File: src/servo_valve_controller_assert.svh
// Assertion macros shared by the valve controller RTL.
`ifndef SERVO_VALVE_CONTROLLER_ASSERT_SVH
`define SERVO_VALVE_CONTROLLER_ASSERT_SVH

// Same-cycle implication, checked outside reset.
`define SVC_ASSERT_IMPL(label, ante, cons, msg) \
  label: assert property (@(posedge clk) disable iff (!rst_n) (ante) |-> (cons)) \
    else $error(msg);

// Next-cycle implication, checked outside reset.
`define SVC_ASSERT_NEXT(label, ante, cons, msg) \
  label: assert property (@(posedge clk) disable iff (!rst_n) (ante) |=> (cons)) \
    else $error(msg);

`endif

File: src/svc_pkg.sv
// Shared types and constants of the valve servo controller.
`timescale 1ns / 1ps

package svc_pkg;

  typedef enum logic [2:0] {
    MODE_CLOSE   = 3'd0,
    MODE_OPEN    = 3'd1,
    MODE_TRY     = 3'd2,
    MODE_ERRPEND = 3'd3,
    MODE_ERROR   = 3'd4,
    MODE_REGUL   = 3'd5
  } mode_t;

  typedef enum logic [2:0] {
    OP_PROCESS    = 3'd0,
    OP_OPEN       = 3'd1,
    OP_CLOSE      = 3'd2,
    OP_ENABLE_TRY = 3'd3,
    OP_ERROR      = 3'd4,
    OP_REGULATE   = 3'd5,
    OP_SET_WINDOW = 3'd6
  } op_t;

  typedef enum logic {
    REG_CLOSE_TRIM = 1'b0,
    REG_OPEN_TRIM  = 1'b1
  } cfg_reg_t;

  localparam int unsigned TRY_STEPS_DEF = 5;

  localparam logic [31:0] STEP_TICKS  = 32'd50;
  localparam logic [31:0] ERROR_TICKS = 32'd3500;

  localparam logic [6:0]  TRIM_RESET  = 7'd50;
  localparam logic [11:0] WIDTH_RESET = 12'd2000;
  localparam logic [6:0]  OPEN_MAX    = 7'd100;

  // Pulse width end points: base + (mid - trim) * scale.
  localparam logic signed [12:0] LO_BASE    = 13'sd2000;
  localparam logic signed [12:0] HI_BASE    = 13'sd1275;
  localparam logic signed [12:0] TRIM_MID   = 13'sd50;
  localparam logic signed [12:0] TRIM_SCALE = 13'sd10;

  // Interpolation span and its reciprocal: floor(n / 99) = (n * RECIP) >> 25
  // for every numerator below 2^18.
  localparam logic [17:0] SPAN        = 18'd99;
  localparam logic [18:0] RECIP       = 19'd338934;
  localparam int unsigned RECIP_SHIFT = 25;

  typedef struct packed {
    mode_t       mode;
    logic        ret;       // mode to fall back to after try: 1 open, 0 close
    logic [7:0]  opening;
    logic [4:0]  step;
    logic [31:0] step_dl;
    logic [31:0] err_dl;
    logic [31:0] win_dl;
    logic [7:0]  att;
  } ctl_state_t;

  // Pulse width update request: new opening percent, already clipped.
  typedef struct packed {
    logic       upd;
    logic [6:0] v;
  } wreq_t;

endpackage

File: src/svc_ctrl.sv
// Event decoder and mode state update of the valve servo controller.
`timescale 1ns / 1ps

module svc_ctrl import svc_pkg::*; #(
  parameter int unsigned TRY_STEPS = TRY_STEPS_DEF
) (
  input  op_t         op,
  input  logic [7:0]  value,
  input  logic        close_flag,
  input  logic [31:0] window_ticks,
  input  logic [31:0] now,
  input  ctl_state_t  cur,
  output ctl_state_t  nxt,
  output wreq_t       wreq,
  output logic        acc
);

  localparam logic [4:0] LAST_STEP = 5'(TRY_STEPS);

  typedef struct packed {
    ctl_state_t s;
    wreq_t      w;
    logic       acc;
  } work_t;

  function automatic wreq_t width_req(logic [7:0] a);
    wreq_t r;
    r.upd = 1'b1;
    r.v   = (a > 8'(OPEN_MAX)) ? OPEN_MAX : a[6:0];
    return r;
  endfunction

  function automatic logic [7:0] sat_inc(logic [7:0] a);
    return (a == 8'hFF) ? a : a + 8'd1;
  endfunction

  function automatic logic passed(logic [31:0] dl, logic [31:0] t);
    return (dl != 32'd0) && (dl < t);
  endfunction

  // Note the inverted fall-back: a try entered from open ends closed.
  function automatic work_t leave_try(work_t w);
    work_t r;
    r = w;
    if (r.s.ret) begin
      r.w         = width_req(8'd0);
      r.s.mode    = MODE_CLOSE;
      r.s.opening = 8'd0;
    end else begin
      r.s.mode = MODE_OPEN;
      r.w      = width_req(r.s.opening);
    end
    r.s.step = 5'd0;
    r.s.att  = sat_inc(r.s.att);
    return r;
  endfunction

  function automatic work_t do_open(work_t w, logic [7:0] v);
    work_t r;
    r = w;
    if (r.s.mode == MODE_CLOSE || r.s.mode == MODE_OPEN) begin
      r.s.mode    = MODE_OPEN;
      r.s.opening = v;
      r.w         = width_req(v);
      r.acc       = 1'b1;
    end else if (r.s.mode == MODE_TRY) begin
      r     = leave_try(r);
      r.acc = 1'b1;
    end
    return r;
  endfunction

  function automatic work_t do_close(work_t w);
    work_t r;
    r = w;
    if (r.s.mode == MODE_OPEN) begin
      r.w         = width_req(8'd0);
      r.s.mode    = MODE_CLOSE;
      r.s.opening = 8'd0;
      r.acc       = 1'b1;
    end else if (r.s.mode == MODE_TRY) begin
      r     = leave_try(r);
      r.acc = 1'b1;
    end
    return r;
  endfunction

  function automatic work_t try_tick(work_t w, logic [31:0] t);
    work_t r;
    r = w;
    if (r.s.step == 5'd0) begin
      r.s.step_dl = t + STEP_TICKS;
      r.s.step    = 5'd1;
      r.w         = width_req(r.s.opening + 8'd1);
    end else if (r.s.step < LAST_STEP) begin
      if (passed(r.s.step_dl, t)) begin
        r.s.step_dl = t + STEP_TICKS;
        r.s.step    = r.s.step + 5'd1;
        r.w         = width_req(r.s.opening + {r.s.step, 3'b000});
      end
    end else begin
      r.s.step_dl = 32'd0;
      r.s.step    = 5'd0;
      r.w         = width_req(r.s.opening);
      r.s.mode    = r.s.ret ? MODE_OPEN : MODE_CLOSE;
      r.s.att     = sat_inc(r.s.att);
    end
    return r;
  endfunction

  always_comb begin
    work_t w;
    w.s   = cur;
    w.w   = '0;
    w.acc = 1'b0;
    unique case (op)
      OP_PROCESS: begin
        if (value == 8'd0 && w.s.opening != 8'd0) begin
          w = do_close(w);
        end
        if (value != 8'd0 && value != w.s.opening) begin
          w = do_open(w, value);
        end
        case (w.s.mode)
          MODE_OPEN: begin
            w.s.opening = value;
            w.w         = width_req(value);
          end
          MODE_CLOSE: begin
            w.s.opening = 8'd0;
            w.w         = width_req(8'd0);
          end
          MODE_TRY: begin
            w = try_tick(w, now);
          end
          MODE_ERRPEND: begin
            if (w.s.err_dl != 32'd0) begin
              if (w.s.err_dl < now) begin
                w.s.mode = MODE_ERROR;
              end
            end else begin
              w.s.err_dl = now + ERROR_TICKS;
            end
          end
          default: begin
          end
        endcase
        if (passed(w.s.win_dl, now)) begin
          w.s.att    = 8'd0;
          w.s.win_dl = 32'd0;
        end
        // Open and close steps taken inside a process event are not reported.
        w.acc = 1'b0;
      end
      OP_OPEN: begin
        w = do_open(w, value);
      end
      OP_CLOSE: begin
        w = do_close(w);
      end
      OP_ENABLE_TRY: begin
        if (w.s.mode == MODE_OPEN || w.s.mode == MODE_CLOSE) begin
          w.s.ret  = (w.s.mode == MODE_OPEN);
          w.s.mode = MODE_TRY;
        end
      end
      OP_ERROR: begin
        if (close_flag) begin
          w.w = width_req(8'd0);
        end
        w.s.mode = MODE_ERRPEND;
      end
      OP_REGULATE: begin
        w.s.mode = MODE_REGUL;
        w.w      = width_req(value);
      end
      OP_SET_WINDOW: begin
        w.s.win_dl = now + window_ticks;
      end
      default: begin
      end
    endcase
    nxt  = w.s;
    wreq = w.w;
    acc  = w.acc;
  end

endmodule

File: src/svc_width.sv
// Pulse width datapath: interpolation between trimmed end points and division by 99.
`timescale 1ns / 1ps

module svc_width import svc_pkg::*; (
  input  logic        clk,
  input  logic        rst_n,
  input  logic        adv,
  input  logic        valid1,
  input  wreq_t       req,
  input  logic [6:0]  close_trim,
  input  logic [6:0]  open_trim,
  output logic [11:0] width
);

  logic signed [12:0] lo_s;
  logic signed [12:0] hi_s;
  logic [17:0]        lo99_r;
  logic signed [11:0] diff_r;
  logic signed [19:0] num_s;
  logic [17:0]        num_r;
  logic               upd2_r;
  logic [36:0]        prod;
  logic [11:0]        quo;
  logic [11:0]        width_r;

  // End points track trims; change trims only with the pipe empty (not enforced).
  assign lo_s = LO_BASE + (TRIM_MID - $signed({6'b0, close_trim})) * TRIM_SCALE;
  assign hi_s = HI_BASE + (TRIM_MID - $signed({6'b0, open_trim})) * TRIM_SCALE;

  always_ff @(posedge clk) begin
    lo99_r <= 18'($unsigned(lo_s)) * SPAN;
    diff_r <= 12'(hi_s - lo_s);
  end

  // num = lo*99 + (hi - lo)*v, which equals lo*(99 - v) + hi*v and stays positive.
  assign num_s = $signed({2'b00, lo99_r}) + 20'(diff_r) * 20'($signed({1'b0, req.v}));

  assign prod = 37'(num_r) * 37'(RECIP);
  assign quo  = 12'(prod >> RECIP_SHIFT);

  always_ff @(posedge clk) begin
    if (adv) begin
      num_r <= num_s[17:0];
    end
  end

  always_ff @(posedge clk) begin
    if (!rst_n) begin
      upd2_r  <= 1'b0;
      width_r <= WIDTH_RESET;
    end else if (adv) begin
      upd2_r <= valid1 && req.upd;
      if (upd2_r) begin
        width_r <= quo;
      end
    end
  end

  assign width = width_r;

endmodule

File: src/servo_valve_controller.sv
// Top level of the valve servo controller: mode state, config registers and result pipe.
// Pipe: three register stages (valid bits v1_r to v3_r); results are offered from the last.
// Throughput: one request per cycle; the pipe holds whole while a finished result waits.
// Reset: rst_n is synchronous and active low; mode close, opening 0, width 2000, trims 50.
// No clearing pass follows reset: the block takes requests on the first cycle after it.
`timescale 1ns / 1ps
`include "servo_valve_controller_assert.svh"

module servo_valve_controller import svc_pkg::*; #(
  parameter int unsigned TRY_STEPS = TRY_STEPS_DEF
) (
  input  logic        clk,
  input  logic        rst_n,
  // Request channel.
  input  logic        in_tvalid,
  output logic        in_tready,
  input  logic [79:0] in_tdata,  // value[7:0], close_flag[8], window_ticks[40:9],
                                 // now[72:41], zero fill[79:73]
  input  logic [2:0]  in_tuser,  // op[2:0]
  // Result channel.
  output logic        out_tvalid,
  input  logic        out_tready,
  output logic [23:0] out_tdata, // pulse_width[11:0], mode[14:12], attempts[22:15],
                                 // accepted[23]
  // Configuration write channel.
  input  logic        cfg_valid,
  output logic        cfg_ready,
  input  logic        cfg_index,
  input  logic [6:0]  cfg_data
);

  // Mode, attempt count and accepted flag of one result as it moves down the pipe.
  typedef struct packed {
    mode_t      mode;
    logic [7:0] att;
    logic       acc;
  } stat_t;

  ctl_state_t st_r;
  ctl_state_t st_nxt;
  wreq_t      wreq_nxt;
  logic       acc_nxt;

  logic [6:0] close_trim_r;
  logic [6:0] open_trim_r;

  logic       v1_r, v2_r, v3_r;
  stat_t      s1_r, s2_r, s3_r;
  wreq_t      wreq1_r;
  logic [11:0] width;

  logic       adv;
  logic       in_acc;
  op_t        op;

  // The whole pipe moves together; it only halts when a finished result is not taken.
  assign adv       = !v3_r || out_tready;
  assign in_tready = adv;
  assign in_acc    = in_tvalid && adv;
  assign op        = op_t'(in_tuser);

  // The mode logic is a single pass over the current state; each request sees
  // the state left by the one before it, so requests can follow back to back.
  svc_ctrl #(
    .TRY_STEPS(TRY_STEPS)
  ) u_ctrl (
    .op          (op),
    .value       (in_tdata[7:0]),
    .close_flag  (in_tdata[8]),
    .window_ticks(in_tdata[40:9]),
    .now         (in_tdata[72:41]),
    .cur         (st_r),
    .nxt         (st_nxt),
    .wreq        (wreq_nxt),
    .acc         (acc_nxt)
  );

  always_ff @(posedge clk) begin
    if (!rst_n) begin
      st_r.mode    <= MODE_CLOSE;
      st_r.ret     <= 1'b0;
      st_r.opening <= 8'd0;
      st_r.step    <= 5'd0;
      st_r.step_dl <= 32'd0;
      st_r.err_dl  <= 32'd0;
      st_r.win_dl  <= 32'd0;
      st_r.att     <= 8'd0;
    end else if (in_acc) begin
      st_r <= st_nxt;
    end
  end

  // Configuration registers. Writes are always taken; a trim change only shows
  // in the pulse width at the next request that updates it.
  assign cfg_ready = 1'b1;

  always_ff @(posedge clk) begin
    if (!rst_n) begin
      close_trim_r <= TRIM_RESET;
      open_trim_r  <= TRIM_RESET;
    end else if (cfg_valid) begin
      unique case (cfg_reg_t'(cfg_index))
        REG_CLOSE_TRIM: close_trim_r <= cfg_data;
        REG_OPEN_TRIM:  open_trim_r  <= cfg_data;
        default: begin
        end
      endcase
    end
  end

  // Pipe valid bits.
  always_ff @(posedge clk) begin
    if (!rst_n) begin
      v1_r <= 1'b0;
      v2_r <= 1'b0;
      v3_r <= 1'b0;
    end else if (adv) begin
      v1_r <= in_tvalid;
      v2_r <= v1_r;
      v3_r <= v2_r;
    end
  end

  // Pipe payload: status fields travel alongside the width computation.
  always_ff @(posedge clk) begin
    if (adv) begin
      s1_r.mode <= st_nxt.mode;
      s1_r.att  <= st_nxt.att;
      s1_r.acc  <= acc_nxt;
      wreq1_r   <= wreq_nxt;
      s2_r      <= s1_r;
      s3_r      <= s2_r;
    end
  end

  // Stage two forms the interpolation numerator, stage three divides by 99 and
  // updates the held pulse width, so the width lines up with stage three.
  svc_width u_width (
    .clk       (clk),
    .rst_n     (rst_n),
    .adv       (adv),
    .valid1    (v1_r),
    .req       (wreq1_r),
    .close_trim(close_trim_r),
    .open_trim (open_trim_r),
    .width     (width)
  );

  assign out_tvalid = v3_r;
  assign out_tdata  = {s3_r.acc, s3_r.att, s3_r.mode, width};

  // An acted-on open or close always leaves the valve open or closed.
  `SVC_ASSERT_IMPL(a_acc_mode, v3_r && s3_r.acc,
    s3_r.mode == MODE_OPEN || s3_r.mode == MODE_CLOSE, "accepted result in wrong mode")

  // The try step counter is clear whenever the valve is plainly open or closed.
  `SVC_ASSERT_IMPL(a_step_idle, st_r.mode == MODE_OPEN || st_r.mode == MODE_CLOSE,
    st_r.step == 5'd0, "try step set in open or close mode")

  // Once set, the error deadline is kept until reset.
  `SVC_ASSERT_NEXT(a_err_dl_kept, st_r.err_dl != 32'd0, $stable(st_r.err_dl),
    "error deadline changed after being set")

endmodule

File: config.mk
export PLATFORM = sky130hd
export DESIGN_NAME = servo_valve_controller
export DESIGN_NICKNAME = d
export VERILOG_FILES = /design/src/svc_pkg.sv /design/src/svc_ctrl.sv /design/src/svc_width.sv /design/src/servo_valve_controller.sv
export VERILOG_INCLUDE_DIRS = /design/src /design/src/src
export SDC_FILE = /design/constraint.sdc
export NUM_CORES = 1
export LEC_CHECK = 0
export BUFFER_PORTS_ARGS = -buffer_cell sky130_fd_sc_hd__buf_4
export CAP_MARGIN = 20
export CORE_ASPECT_RATIO = 2
export CORE_UTILIZATION = 45
export DETAILED_ROUTE_END_ITERATION = 16
export GPL_TIMING_DRIVEN = 0
export HOLD_SLACK_MARGIN = 0.05
export SLEW_MARGIN = 20
export SYNTH_ARGS = -nofsm -noshare
export SYNTH_HDL_FRONTEND = slang
export SYNTH_SLANG_ARGS = --single-unit
File: constraint.sdc
create_clock -name clk -period 6.8 [get_ports clk]
set_input_delay 0.68 -clock clk [delete_from_list [all_inputs] [get_ports clk]]
set_output_delay 0.68 -clock clk [all_outputs]
set_load 0.01 [all_outputs]
==> out/qor.yml, run 1 <==
status: "complete, no violations"
synth-seq-cells: 241
htreeDepth: 1
ys_seq_area_frac: 0.198
cts_buffers: 27
clock_path_buffers: 3
critical_path.max_fanout: 5
firstDrtPassIters: 7
boundaryPins: 123
slew-limit-headroom: 0.268
antenna_found_initial: 2
overflow: 0
drc: 0
postSynthAreaPerCell_um2: 8.98
fp.dieArea_um2: 62100
grt_max_degree: 44
whs_ns: 0.341
syn-instance-count: 3063
multi_input_area_um2: 20200
synthSimpleGateAreaFrac: 0.153
synth_cell_type_count: 98
synth-xor-area-share: 0.0616
core_area_um2: 60200
setup_viol: 0
yosys.area_share.adder: 0.352
post-route-period-util: 0.959
root_buffer: "clkbuf_16"
cts.sinks: 241
start_kind: "flop"
max-cap-violations: 0
fin_tns_setup_ns: 0
layout-drive-gt1-share: 0.0839
clk_latency_ns: 0.57
syn_nets: 3798
ant_nets: 0
die_h_um: 352
synth_top_area_frac: 0.188
critPathKind: "flop to flop"
place_hpwl_um: 70900
path_clk_slew_ns: 0.06
cts_tree: "done"
post_drt_wl_per_cell_um: 20.9
place_congestion: 0.927
cp_cell_sequence: "fa_1 -> fa_1 -> ha_1 -> fa_1 -> fa_1 -> fa_1 -> ha_1 -> a21oi_1 -> nor2b_1 -> o21ai_0 -> a211o_1 -> or4b_4 -> a31oi_4 -> o21ai_1 -> a221oi_2 -> o21ai_0 -> xnor2_1 -> o21ai_0"
synth_area_um2: 27500
die_w_um: 177
cp_slowest_cell: "fa_1"
cp_slowest_stage_delay_ns: 0.62
yosys_most_used_dff: "dfxtp_1"
drv_slew: 0
wl_um: 84500
synth_compound_area_frac: 0.161
grt_pass1_vias: 24300
synth_edf_count: 62
synthArstFlopShare: 0
cp-end-kind: "flop"
synth_area_leaders: "ha_1 (19%), fa_1 (16%), dfxtp_1 (13%)"
synth_commonest_cells: "ha_1 (414), inv_1 (414), fa_1 (225)"
crit_required_ns: 7.25
crit_top_cell: "fa_1"
vias: 23000
rows: 127
timing_hold_violations_final: 0
drtIter0Drc: 1013
worst-slew-pin-transition_ns: 1.09
cp.arrival_ns: 6.97
max_freq_ghz: 0.153
yosys_warnings: 0
routed_via_density: 5.68
post-route-min-period_ns: 6.52
initial_core_util: 0.457
grt_usage: 0.275
fin_nets: 3981
ff_latch_area_um2: 5450
hp-class: "input pin to flop"
synth_top_family_by_area: "adder cells"
fillCellCount: 5717
grt_pass1_wl_um: 130000
io_buffer_count: 108
synth_mux_area_frac: 0.00446
syn_to_final_growth_pct: 11.6
grt_setup_unrepaired: "true"
synth.largest_area_cell: "ha_1"
cts_hold_buf: 0
fin_skew_ns: 0.0190
[worst paths after layout]
check | startpoint | endpoint | slack [ns] | cells past startpoint
worst min register to register | s2_r[10] | out_tdata[13] | 0.40 | 0
worst max-delay path | u_width.num_r[11] | u_width.width[11] | 0.28 | 18
worst min-delay path | cfg_data[4] | open_trim_r[4] | 0.34 | 3
worst max register to register | u_width.num_r[11] | u_width.width[11] | 0.28 | 18
[per-layer routing]
metal,GRT usage,up-vias,wire [um]
met5,0,-,0
met1,0.255,11200,28400
met4,0.185,0,6290
met3,0.0273,257,2990
li1,-,10900,-
met2,0.550,603,46800
[sequential cells by signal, indices dropped and copies added (netlist names), 7 cells and up]
signal	cells
out_tdata	12
s2_r	12
u_width.width	12
u_width.diff_r	11
wreq1_r	8
close_trim_r	7
open_trim_r	7
s1_r	12
u_width.lo99_r	17
st_r	121
u_width.num_r	18
[metrics by stage]
| stage | setup slack, ns | instance area (um^2) | std cells | util |
|---|---|---|---|---|
| after detailed placement | -0.634 | 29300 | 3946 | 0.486 |
| after CTS | 0.0382 | 30600 | 4034 | 0.508 |
| final | 0.280 | 30700 | 4043 | 0.510 |
| after floorplan | 0.577 | 27500 | 3063 | - |
| after global placement | -0.470 | 29300 | 3945 | 0.486 |
| after global routing | -0.104 | 30700 | 4043 | 0.510 |
[layout make-up]
class / instances / area share
Antenna cell: 2 / 0.000163
Clock inverter: 16 / 0.00620
Clock buffer: 34 / 0.0243
Tap cell: 774 / 0.0316
Inverter: 414 / 0.0507
Buffer: 88 / 0.0120
Sequential cell: 241 / 0.178
Multi-Input combinational cell: 2320 / 0.659
Timing Repair Buffer: 154 / 0.0388
[worst max-delay path: cells and delay by family (launching register included)]
family,cells,cell delay (ns)
DFF,1,0.55
AOI/OAI and AO/OA,8,1.65
and+or+nand+nor,2,0.59
xor gates and xnor gates,1,0.27
adders and majority gates,7,3.33
[cell families (layout without fill, tap and decap cells)]
logic type / count (synthesis) / count (layout)
compound gates: 674 / 674
xor+xnor: 190 / 190
fa+ha+maj: 639 / 639
buf+inv: 502 / 706
flops: 241 / 241
mux: 10 / 10
other cells: 1 / 3
simple gates: 806 / 806
[cells in the final DEF (no fill, tap or decap), types with 18 or more instances in the layout]
cell | netlist | layout
a21boi_0 | 18 | 18
a21o_1 | 81 | 81
a21oi_1 | 197 | 194
a22oi_1 | 41 | 41
a31oi_1 | 21 | 20
and2_1 | 81 | 81
and3_1 | 22 | 22
buf_4 | 2 | 152
clkbuf_1 | 69 | 74
clkbuf_16 | 0 | 29
dfxtp_1 | 179 | 177
edfxtp_1 | 62 | 62
fa_1 | 225 | 225
ha_1 | 414 | 414
inv_1 | 414 | 412
nand2_1 | 205 | 205
nand2b_1 | 22 | 22
nand3_1 | 46 | 46
nand4_1 | 34 | 34
nor2_1 | 122 | 122
nor2b_1 | 94 | 94
nor3_1 | 72 | 70
nor4_1 | 35 | 34
o211ai_1 | 20 | 20
o21a_1 | 40 | 40
o21ai_0 | 112 | 111
or3_1 | 21 | 21
xnor2_1 | 137 | 135
xor2_1 | 50 | 49
[timing repair]
action,4_1_cts,5_1_grt
gates cloned,0,0
gates resized for setup,9,10
pin swaps,1,3
buffers inserted,38,6
setup endpoints to repair,10,7
Power of run 1 is not shown: default switching activity piles up to over one toggle a cycle in this logic, so the estimate is an artifact.
==> inputs of run 2 (changes only) <==
--- a/config.mk
+++ b/config.mk
@@ -7,7 +7,6 @@
 export NUM_CORES = 1
 export LEC_CHECK = 0
 export BUFFER_PORTS_ARGS = -buffer_cell sky130_fd_sc_hd__buf_4
-export CAP_MARGIN = 20
 export CORE_ASPECT_RATIO = 2
 export CORE_UTILIZATION = 45
 export DETAILED_ROUTE_END_ITERATION = 16
@@ -16,4 +15,5 @@
 export SLEW_MARGIN = 20
 export SYNTH_ARGS = -nofsm -noshare
 export SYNTH_HDL_FRONTEND = slang
+export SYNTH_HIERARCHICAL = 1
 export SYNTH_SLANG_ARGS = --single-unit
==> constraint.sdc (replaced) <==
create_clock -name clk -period 6.9 [get_ports clk]
set_input_delay 0.69 -clock clk [delete_from_list [all_inputs] [get_ports clk]]
set_output_delay 0.69 -clock clk [all_outputs]
set_load 0.01 [all_outputs]
==> out/qor.yml, run 2 <==
status: "complete, no violations"
fin_nets: 4286
start_kind: "flop"
design_area_um2: 32600
critPathTopFamily: "adder cells"
multi_input_area_um2: 22200
boundaryPins: 123
top_register: "st_r"
ff2ff_path_depth: 25
io_buffer_count: 106
syn_nets: 4150
worst-slew-pin-transition_ns: 1.05
initial_core_util: 0.454
grt_pass1_vias: 25700
synth_edf_count: 62
synth-seq-cells: 241
yosys_most_used_dff: "dfxtp_1"
grt_pass1_wl_um: 140000
post_drt_wl_per_cell_um: 20.4
syn-instance-count: 3416
synth.most_common_cell: "nand2_1"
firstDrtPassIters: 5
final_cell_mix: "nand2_1 (472), ha_1 (413), inv_1 (405), fa_1 (225), dfxtp_1 (178)"
root_buffer: "clkbuf_16"
cts_hold_buf: 0
setup_viol: 0
antenna_found_initial: 2
grt_busiest_layer: "met2"
synth_area_leaders: "ha_1 (17%), fa_1 (15%), dfxtp_1 (12%)"
critical_path.max_fanout: 10
yosys_warnings: 6
grtUsageMet1: 0.263
place_hpwl_um: 76400
cp_slowest_stage_delay_ns: 0.56
cp.arrival_ns: 6.92
cp_slowest_cell: "fa_1"
rows: 133
synth_top_area_frac: 0.174
drtIter0Drc: 1162
synthArstFlopShare: 0
place_congestion: 0.974
fillCellCount: 6492
timing_hold_violations_final: 0
whs_path_depth: 3
syn_to_final_growth_pct: 9.75
vias: 24800
layout-drive-gt1-share: 0.0764
hp-start: "cfg_data[4]"
drc: 0
synth.largest_area_cell: "ha_1"
largest_register_ffs: 121
path_clk_slew_ns: 0.07
post_cts_buffers: 0
grt_max_degree: 43
die_h_um: 366
ff_latch_area_um2: 5450
synth_commonest_cells: "nand2_1 (472), ha_1 (413), inv_1 (405)"
path_buf_inv: 7
die_w_um: 184
reg_top3: "st_r: 121 flops, u_width/num_r: 18 flops, u_width/lo99_r: 17 flops"
synth_cell_type_count: 113
place_area_um2: 31700
routed_via_density: 5.58
post-route-min-period_ns: 6.48
clk_latency_ns: 0.60
final_common_cell: "nand2_1"
hp-class: "input pin to flop"
ys_seq_area_frac: 0.183
synth_area_um2: 29700
rr_startpoint: "close_trim_r[0]"
reg2reg_to: "u_width/lo99_r[17]"
ant_nets: 0
cts_tree: "done"
overflow: 0
cts.sinks: 241
clock_path_buffers: 3
cts_buffers: 26
dp.cells: 4401
slew-limit-headroom: 0.295
grt_use_met3: 0.0244
grt_usage: 0.272
postCtsResizedCells: 1
post-route-period-util: 0.939
num_antenna_cells: 0
crit_required_ns: 7.34
wl_um: 90500
max-cap-violations: 0
core_area_um2: 65600
final-instance-count-excl-fill: 4449
max_freq_ghz: 0.154
drv_slew: 0
rrSetupSlack_ns: 0.42
crit_top_cell: "inv_1"
postSynthAreaPerCell_um2: 8.71
final_util: 0.498
hold_end: "open_trim_r[4]"
grt_setup_unrepaired: "false"
fin_skew_ns: 0.0251
fp.dieArea_um2: 67200
met2_usage: 0.533
critPathKind: "flop to flop"
cp-end-kind: "flop"
htreeDepth: 1
## run 2: cell count changes after synthesis, moves of 23 or more
cell and change:
a21oi_1 -60, o21a_1 -23, o21ai_0 +38, nand2_1 +267, nor2b_1 -66, mux2i_1 +125
## run 2: through the flow
stage,setup WS [ns],hold slack [ns],setup TNS [ns]
2_1_floorplan,0.828,0.400,0
4_1_cts,0.0406,0.307,0
3_3_place_gp,-0.0485,0.401,-0.0485
6_report,0.420,0.331,0
3_5_place_dp,-0.0923,0.405,-0.0923
5_1_grt,0.0161,0.325,0
## run 2: cell families after synthesis
logic type	count (synthesis)	share of synthesized area
and+or+nand+nor	1012	0.164
AOI/OAI and AO/OA	659	0.149
adders and majority gates	638	0.325
buffers and inverters	533	0.0716
DFF	241	0.183
xor gates and xnor gates	194	0.0593
muxes	138	0.0469
other	1	0.000126
## run 2: worst max-delay path by stage
stage	from	endpoint	cells past startpoint
after global placement	close_trim_r[0]	u_width/lo99_r[17]	27
after detailed placement	close_trim_r[0]	u_width/lo99_r[17]	27
after CTS	close_trim_r[0]	u_width/lo99_r[17]	27
after floorplan	close_trim_r[0]	u_width/lo99_r[17]	25
after global routing	close_trim_r[0]	u_width/lo99_r[17]	25
final	close_trim_r[0]	u_width/lo99_r[17]	25
## run 2: area by class of cell
type / count / share of cell area
well taps: 877 / 0.0336
flip-flops and latches: 241 / 0.167
clock inverters: 17 / 0.00621
clock buffers: 31 / 0.0224
inverters: 413 / 0.0476
repair buffers: 108 / 0.0254
multi-input cells: 2642 / 0.680
plain buffers: 120 / 0.0178
## run 2: tightest hold or removal path, delay by kind of cell
| kind | cells | cell delay [ns] |
|---|---|---|
| simple gates | 2 | 0.10 |
| buf+inv | 1 | 0.08 |
## run 2: metal layers
layer,part of all wire,vias to the layer above
met5,0.00023,-
met4,0.074,4
met3,0.032,309
met2,0.54,634
met1,0.35,11900
li1,-,12000
Power of run 2 is left out for the same reason.
==> inputs of run 3 (changes only) <==
--- a/config.mk
+++ b/config.mk
@@ -7,11 +7,14 @@
 export NUM_CORES = 1
 export LEC_CHECK = 0
 export BUFFER_PORTS_ARGS = -buffer_cell sky130_fd_sc_hd__buf_4
+export CELL_PAD_IN_SITES_DETAIL_PLACEMENT = 0
+export CELL_PAD_IN_SITES_GLOBAL_PLACEMENT = 2
 export CORE_ASPECT_RATIO = 2
-export CORE_UTILIZATION = 45
+export CORE_UTILIZATION = 40
 export DETAILED_ROUTE_END_ITERATION = 16
 export GPL_TIMING_DRIVEN = 0
 export HOLD_SLACK_MARGIN = 0.05
+export PLACE_DENSITY_LB_ADDON = 0.1
 export SLEW_MARGIN = 20
 export SYNTH_ARGS = -nofsm -noshare
 export SYNTH_HDL_FRONTEND = slang
==> out/qor.yml, run 3 (synthesis gave the netlist of run 2 again) <==
status: "complete, no violations"
grt_pass1_wl_um: 150000
num_antenna_cells: 0
grt_max_degree: 44
clk_latency_ns: 0.63
fillCellCount: 7332
die_w_um: 195
reg_top3: "st_r: 121 flops, u_width/num_r: 18 flops, u_width/lo99_r: 17 flops"
ant_nets: 0
final_cell_mix: "nand2_1 (472), ha_1 (413), inv_1 (403), fa_1 (225), dfxtp_1 (178)"
post_drt_wl_per_cell_um: 21.2
initial_core_util: 0.403
timing_hold_violations_final: 0
rows: 141
cp.arrival_ns: 7.02
final_common_cell: "nand2_1"
final_util: 0.445
critical_path.max_fanout: 10
whs_ns: 0.291
cts.sinks: 241
drc: 0
cp_slowest_cell: "fa_1"
root_buffer: "clkbuf_16"
fin_skew_ns: 0.0386
fp.dieArea_um2: 75500
max_freq_ghz: 0.153
slew-limit-headroom: 0.120
drtIter0Drc: 1183
layout-drive-gt1-share: 0.0782
max-cap-violations: 0
worst-slew-pin-transition_ns: 1.31
htreeDepth: 1
core_area_um2: 73700
cts_buffers: 29
place_area_um2: 31700
grt_pass1_vias: 26900
hp-class: "input pin to flop"
cp_slowest_stage_delay_ns: 0.55
largest_register_ffs: 121
place_hpwl_um: 81600
overflow: 0
cts_hold_buf: 0
top_register: "st_r"
grt_setup_unrepaired: "false"
clock_path_buffers: 3
cp-end-kind: "flop"
vias: 24800
fin_nets: 4292
post-route-min-period_ns: 6.53
drv_slew: 0
wl_um: 95700
firstDrtPassIters: 7
start_kind: "flop"
routed_via_density: 5.49
die_h_um: 388
crit_required_ns: 7.39
io_buffer_count: 106
path_clk_slew_ns: 0.06
antenna_found_initial: 0
syn_to_final_growth_pct: 10.4
design_area_um2: 32800
grt_usage: 0.259
place_congestion: 0.904
setup_viol: 0
critPathKind: "flop to flop"
cts_tree: "done"
post-route-period-util: 0.947
boundaryPins: 123
-- run 3: cell types whose count changed in the layout (fill, tap and decap cells not counted), moves of 3 or more --
cell,before,now
inv_6,7,3
buf_4,110,113
clkbuf_8,2,6
clkbuf_16,28,31
clkinvlp_4,3,0
-- run 3: metrics by stage --
step	worst slack [ns]	setup TNS, ns	instances
after CTS	0.0468	0	4506
after detailed placement	-0.411	-0.411	4453
after global routing	0.00874	0	4509
after floorplan	0.828	0	3416
after global placement	-0.300	-0.300	4451
final	0.369	0	4509
-- run 3: layout make-up --
cell class                      instances  area (um^2)  area share
Tap cell                              929         1160      0.0354
Inverter                              413         1550      0.0473
Clock buffer                           40          870      0.0265
Clock inverter                         13          176     0.00537
Timing Repair Buffer                  111          851      0.0259
Buffer                                120          581      0.0177
Sequential cell                       241         5450       0.166
Multi-Input combinational cell       2642        22200       0.676
-- run 3: path summary, 6_finish.rpt --
| kind | start | end | slack [ns] | cells after the start |
|---|---|---|---|---|
| min | cfg_data[5] | open_trim_r[5] | 0.29 | 3 |
| max reg2reg | close_trim_r[0] | u_width/lo99_r[17] | 0.37 | 25 |
| min reg2reg | s2_r[6] | out_tdata[20] | 0.42 | 0 |
| max | close_trim_r[0] | u_width/lo99_r[17] | 0.37 | 25 |
-- run 3: critical path: cells and delay by family (launching register included) --
family	cells	cell delay [ns]
compound gates	4	0.75
xor+xnor	2	0.60
fa+ha+maj	9	3.33
buf+inv	7	0.53
flops	1	0.41
simple gates	3	0.76
-- run 3: per-layer routing --
metal	up-vias	wire length, um	global-route usage
met1	12100	32600	0.244
li1	12100	-	-
met4	0	5880	0.141
met2	454	55300	0.539
met5	-	0	0
met3	199	1910	0.0150
-- run 3: timing repair --
item	in CTS	in global routing
buffers inserted	0	3
pin swaps	0	2
endpoints found under the hold margin	0	0
endpoints found under the setup margin	2	2
gates cloned	0	0
gates resized for setup	3	7
Power of run 3 is left out for the same reason.
